--- config.mk ---
export PLATFORM = sky130hd
export DESIGN_NAME = pvs_word_eval
export DESIGN_NICKNAME = d
export VERILOG_FILES = /design/src/design/pvs_pkg.sv /design/src/design/pvs_word_eval.sv
export SDC_FILE = /design/constraint.sdc
export NUM_CORES = 1
export LEC_CHECK = 0
export ABC_AREA = 1
export BUFFER_PORTS_ARGS = -buffer_cell sky130_fd_sc_hd__buf_2
export CORE_MARGIN = 2
export CORE_UTILIZATION = 34
export DETAILED_ROUTE_END_ITERATION = 8
export PLACE_DENSITY = 0.92
export SLEW_MARGIN = 20
export SYNTH_ARGS = -nofsm -noshare
export SYNTH_HDL_FRONTEND = slang
export SYNTH_SLANG_ARGS = --single-unit
--- constraint.sdc ---
create_clock -name vclk -period 6.5
set_input_delay 1.3 -clock vclk [all_inputs]
set_output_delay 1.3 -clock vclk [all_outputs]
set_load 0.01 [all_outputs]
--- src/design/pvs_pkg.sv ---
// Shared types and constants for the paging victim selector.
// No dependencies.
`default_nettype none

package pvs_pkg;

    localparam int WORD_W     = 32;  // bitmap word width
    localparam int WORD_LOG   = 5;
    localparam int PAGE_W     = 16;
    localparam int REQ_W      = 3;
    localparam int WRAP_W     = 7;
    localparam int POS_W      = 16;
    localparam int RING_W     = PAGE_W + 1;  // {valid, page}
    localparam int CFG_IDX_W  = 1;
    localparam int CFG_DATA_W = 17;

    localparam logic [WRAP_W-1:0] WRAP_LIMIT = 7'd123;

    localparam logic [CFG_IDX_W-1:0] CFG_PAGE_COUNT = 1'd0;
    localparam logic [CFG_IDX_W-1:0] CFG_RING_LOG2  = 1'd1;

    localparam logic [CFG_DATA_W-1:0] PAGE_COUNT_RST = 17'd65536;
    localparam logic [3:0]            RING_LOG2_RST  = 4'd14;

    localparam logic [REQ_W-1:0] REQ_INIT       = 3'd0;
    localparam logic [REQ_W-1:0] REQ_CHOOSE     = 3'd1;
    localparam logic [REQ_W-1:0] REQ_PAGED_OUT  = 3'd2;
    localparam logic [REQ_W-1:0] REQ_PAGED_IN   = 3'd3;
    localparam logic [REQ_W-1:0] REQ_PAGED_IN_NR = 3'd4;
    localparam logic [REQ_W-1:0] REQ_DROPPED    = 3'd5;

    typedef struct packed {
        logic                found;
        logic [WORD_LOG-1:0] idx;
    } t_eval;

endpackage

`default_nettype wire

--- src/design/pvs_word_eval.sv ---
// Finds the lowest free page in one bitmap word (neither protected nor nominated).
// Depends on pvs_pkg.
`default_nettype none

module pvs_word_eval (
    input  logic [pvs_pkg::WORD_W-1:0] i_prot,
    input  logic [pvs_pkg::WORD_W-1:0] i_nom,
    input  logic [pvs_pkg::WORD_W-1:0] i_mask,
    output pvs_pkg::t_eval             o_eval
);
    import pvs_pkg::*;

    logic [WORD_W-1:0] free_bits;

    assign free_bits = ~(i_prot | i_nom) & i_mask;

    // priority: lowest index wins
    always_comb begin
        o_eval = '0;
        for (int b = WORD_W - 1; b >= 0; b--) begin
            if (free_bits[b]) begin
                o_eval.found = 1'b1;
                o_eval.idx   = WORD_LOG'(b);
            end
        end
    end

endmodule

`default_nettype wire

; Yosys cells after proc, flatten, opt, wreduce, memory -nomap -nowiden
; Index checks and enable logic that the tools add are counted.
[totals]
out_inout_bits = 6
wordCells = 35
inputBits = 96
ff_bits = 0
[op_classes]
n_mux = 32
bitwise = 3
[op_table]
columns = cell, count
row1 = 6-bit 2-to-1 mux, 32
row2 = 32-bit bitwise AND, 1
row3 = 32-bit NOT, 1
row4 = 32-bit bitwise OR, 1

; Longest topological paths before layout
[logic_depth]
ltp_word = 35
mapped_depth = 33
ltp_nobuf = 33

; Worst setup path before layout
; OpenSTA, ideal clock, no wires.
[synth_path]
kind = input to output
startpoint = in i_prot[31] (netlist name)
endpoint = out o_eval[0] (netlist name)
t_required_ns = 5.200
t_arrival_ns = 2.845
n_path_buf = 0
slack_ns = 2.355
cell_stages = 33
path_cell_list = inv_1 -> nand2_2 -> nor2_2 -> nand2_1 -> nand2_1 -> nand2_1 -> nand2_1 -> nand2_1 -> nand2_1 -> nand2_1 -> nand2_1 -> nand2_1 -> nand2_1 -> nand2_1 -> nand2_1 -> nand2_1 -> nand2_1 -> nand2_1 -> nand2_1 -> nand2_1 -> nand2_1 -> nand2_1 -> nand2_1 -> nand2_1 -> nand2_1 -> nand2_1 -> nand2_1 -> nand2_1 -> nand2_1 -> nand2_1 -> nand2_1 -> nand2_1 -> a21oi_2
[synth_lines]
columns = element, line_no
row1 = start: declaration, pvs_word_eval.sv:6  ; input logic [pvs_pkg::WORD_W-1:0] i_prot,
row2 = end: declaration, pvs_word_eval.sv:9  ; output pvs_pkg::t_eval o_eval

==> results_dict.tcl <==
set metrics [dict create \
    yosysTopAreaCell "nand2_1" \
    utilization_pct 63.5 \
    combPwrFrac_pct 100.0 \
    drv_slew 0 \
    syn_avg_cell_area_um2 4.59 \
    flops_and_latches 0 \
    synth_area_um2 688 \
    grt_pass1_wl_um 3620 \
    die_h_um 49.0 \
    setup_tns_ns 0 \
    peakVddDrop_uv 30.5 \
    fp.dieW_um 49.0 \
    ant_nets 0 \
    p_int_mw 0.0413 \
    crit_top_cell "nand2_1" \
    path_buf_inv 3 \
    final_nets 350 \
    slowest_delay_ns 0.14 \
    ys_top_cells_by_area "nand2_1 35%, nor2_1 23%, nand2_2 11%" \
    cp-start-kind "primary input" \
    place.gp.congestion 0.749 \
    nFillCells 214 \
    grt_pass1_vias 1052 \
    dp_hpwl_um 2020 \
    postCtsSetupBuffers 0 \
    hold_violations 0 \
    drc 0 \
    wl_um 2090 \
    die_area_um2 2400 \
    drtIter0Drc 8 \
    rows 16 \
    worst_pin_slew_ns 0.332 \
    rsz0062_at_grt "false" \
    power_frac_clock_pct 0 \
    grt_usage_pct 17.5 \
    setup_viol 0 \
    path_delay_family "simple AND/OR/NAND/NOR gates" \
    yosysSeqAreaShare_pct 0 \
    p_seq_share_pct 0 \
    hold_ws_ns 2.99 \
    yosysWarnings 0 \
    wl_per_cell_um 7.49 \
    path_max_fanout 2 \
    p_total_mw 0.0818 \
    core_um2 1940 \
    cp_num_cells 35 \
    slew_headroom_pct 77.7 \
    slowest_stage "buf_2" \
    critical_path_class "primary input to output pin" \
    synth_top_area_share_pct 35.5 \
    drive_above_1_share_pct 49.6 \
    initial_core_util_pct 35.4 \
    postCtsResizedCells 0 \
    cap_viol_max_count 0 \
    nClkBuffers 0 \
    powerDensity_nw_per_um2 66.4 \
    fin_area_um2 1230 \
    synthesis.nets 246 \
    status "completed" \
    register_area_um2 0 \
    grt-ovfl-total 0 \
    netSwitchingFraction_pct 49.5 \
    fin_crit_sh_pct 69.1 \
    num_io_pins 102 \
    post-route-min-period_ns 4.49 \
    diodes 0 \
    via_count 1206 \
    syn_to_final_growth_pct 79.1 \
    p_leak_nw 0.861 \
    hold_path_depth 5 \
    io_buffer_count 102 \
    syn_inst 150 \
    grt_max_degree 5 \
    cts.hold.buffers_added 0 \
    cp.required_ns 5.20 \
    cp-end-kind "output pin" \
    dpl_cell_area_um2 1230 \
    clock.fmax_mhz 223 \
    netSwitchingPower_mw 0.0404 \
    hold_path_class "primary input to output pin" \
    routed_via_density 4.32 \
    first_pass_iters 4 \
    antenna_found_initial 0 \
    crit_arrival_ns 3.19 \
    synth_cell_types 17 \
]
[power groups by stage]
stage | combinational [mW] | sequential [mW] | clock, mW
after global routing | 0.0939 | 0 | 0
after CTS | 0.0828 | 0 | 0
after global placement | 0.0809 | 0 | 0
after floorplan | 0.0430 | 0 | 0
final | 0.0818 | 0 | 0
after detailed placement | 0.0826 | 0 | 0
[routing by layer]
layer | track usage, % | vias to the layer above | wire length, um
li1 | - | 676 | -
met1 | 16.1 | 475 | 720
met2 | 40.0 | 53 | 1150
met3 | 2.45 | 2 | 201
met4 | 1.43 | 0 | 20
met5 | 0 | - | 0
[final cells by class]
type / instances / area (um^2) / area share (%)
timing repair buffer: 102 / 510 / 41.4
inverter: 5 / 18.8 / 1.52
tap: 27 / 33.8 / 2.74
multi-input combinational: 145 / 669 / 54.3
[layout by cell type, fill, tap and decap left out, types with 2 or more instances in the layout]
cell      instances
nor2_2            4
nor2_1           42
inv_1             5
nand3_1           3
o21bai_1          2
nand2_4           6
a31oi_1           3
nand2_1          65
buf_2           102
nand2_2          12
[Yosys cell counts]
cell      instances
a211oi_1          1
a21oi_1           1
a21oi_2           1
a31oi_1           3
inv_1             5
nand2_1          65
nand2_2          12
nand2_4           6
nand3_1           3
nand4_1           1
nor2_1           42
nor2_2            4
nor3_1            1
nor4_1            1
o21ai_1           1
o21bai_1          2
o31ai_1           1
[cell families after synthesis]
| logic type | synth area share, % |
|---|---|
| buf+inv | 2.73 |
| compound gates | 9.82 |
| simple gates | 87.5 |
[worst paths after layout]
| kind | from | endpoint | slack, ns |
|---|---|---|---|
| setup / recovery | i_prot[31] | o_eval[0] | 2.01 |
| hold / removal | i_mask[2] | o_eval[2] | 2.99 |
[tightest hold or removal path, cell delays in order]
cell and delay, ns:
buf_2 0.08, nand2_1 0.06, nand2_1 0.07, nor3_1 0.05, buf_2 0.13
[through the flow]
| step | setup WS (ns) | instances |
|---|---|---|
| 6_report | 2.01 | 279 |
| 5_1_grt | 1.66 | 279 |
| 4_1_cts | 1.98 | 279 |
| 3_5_place_dp | 1.99 | 279 |
| 3_3_place_gp | 2.05 | 279 |
| 2_1_floorplan | 2.35 | 150 |
Power figures use the tool's default switching activity.
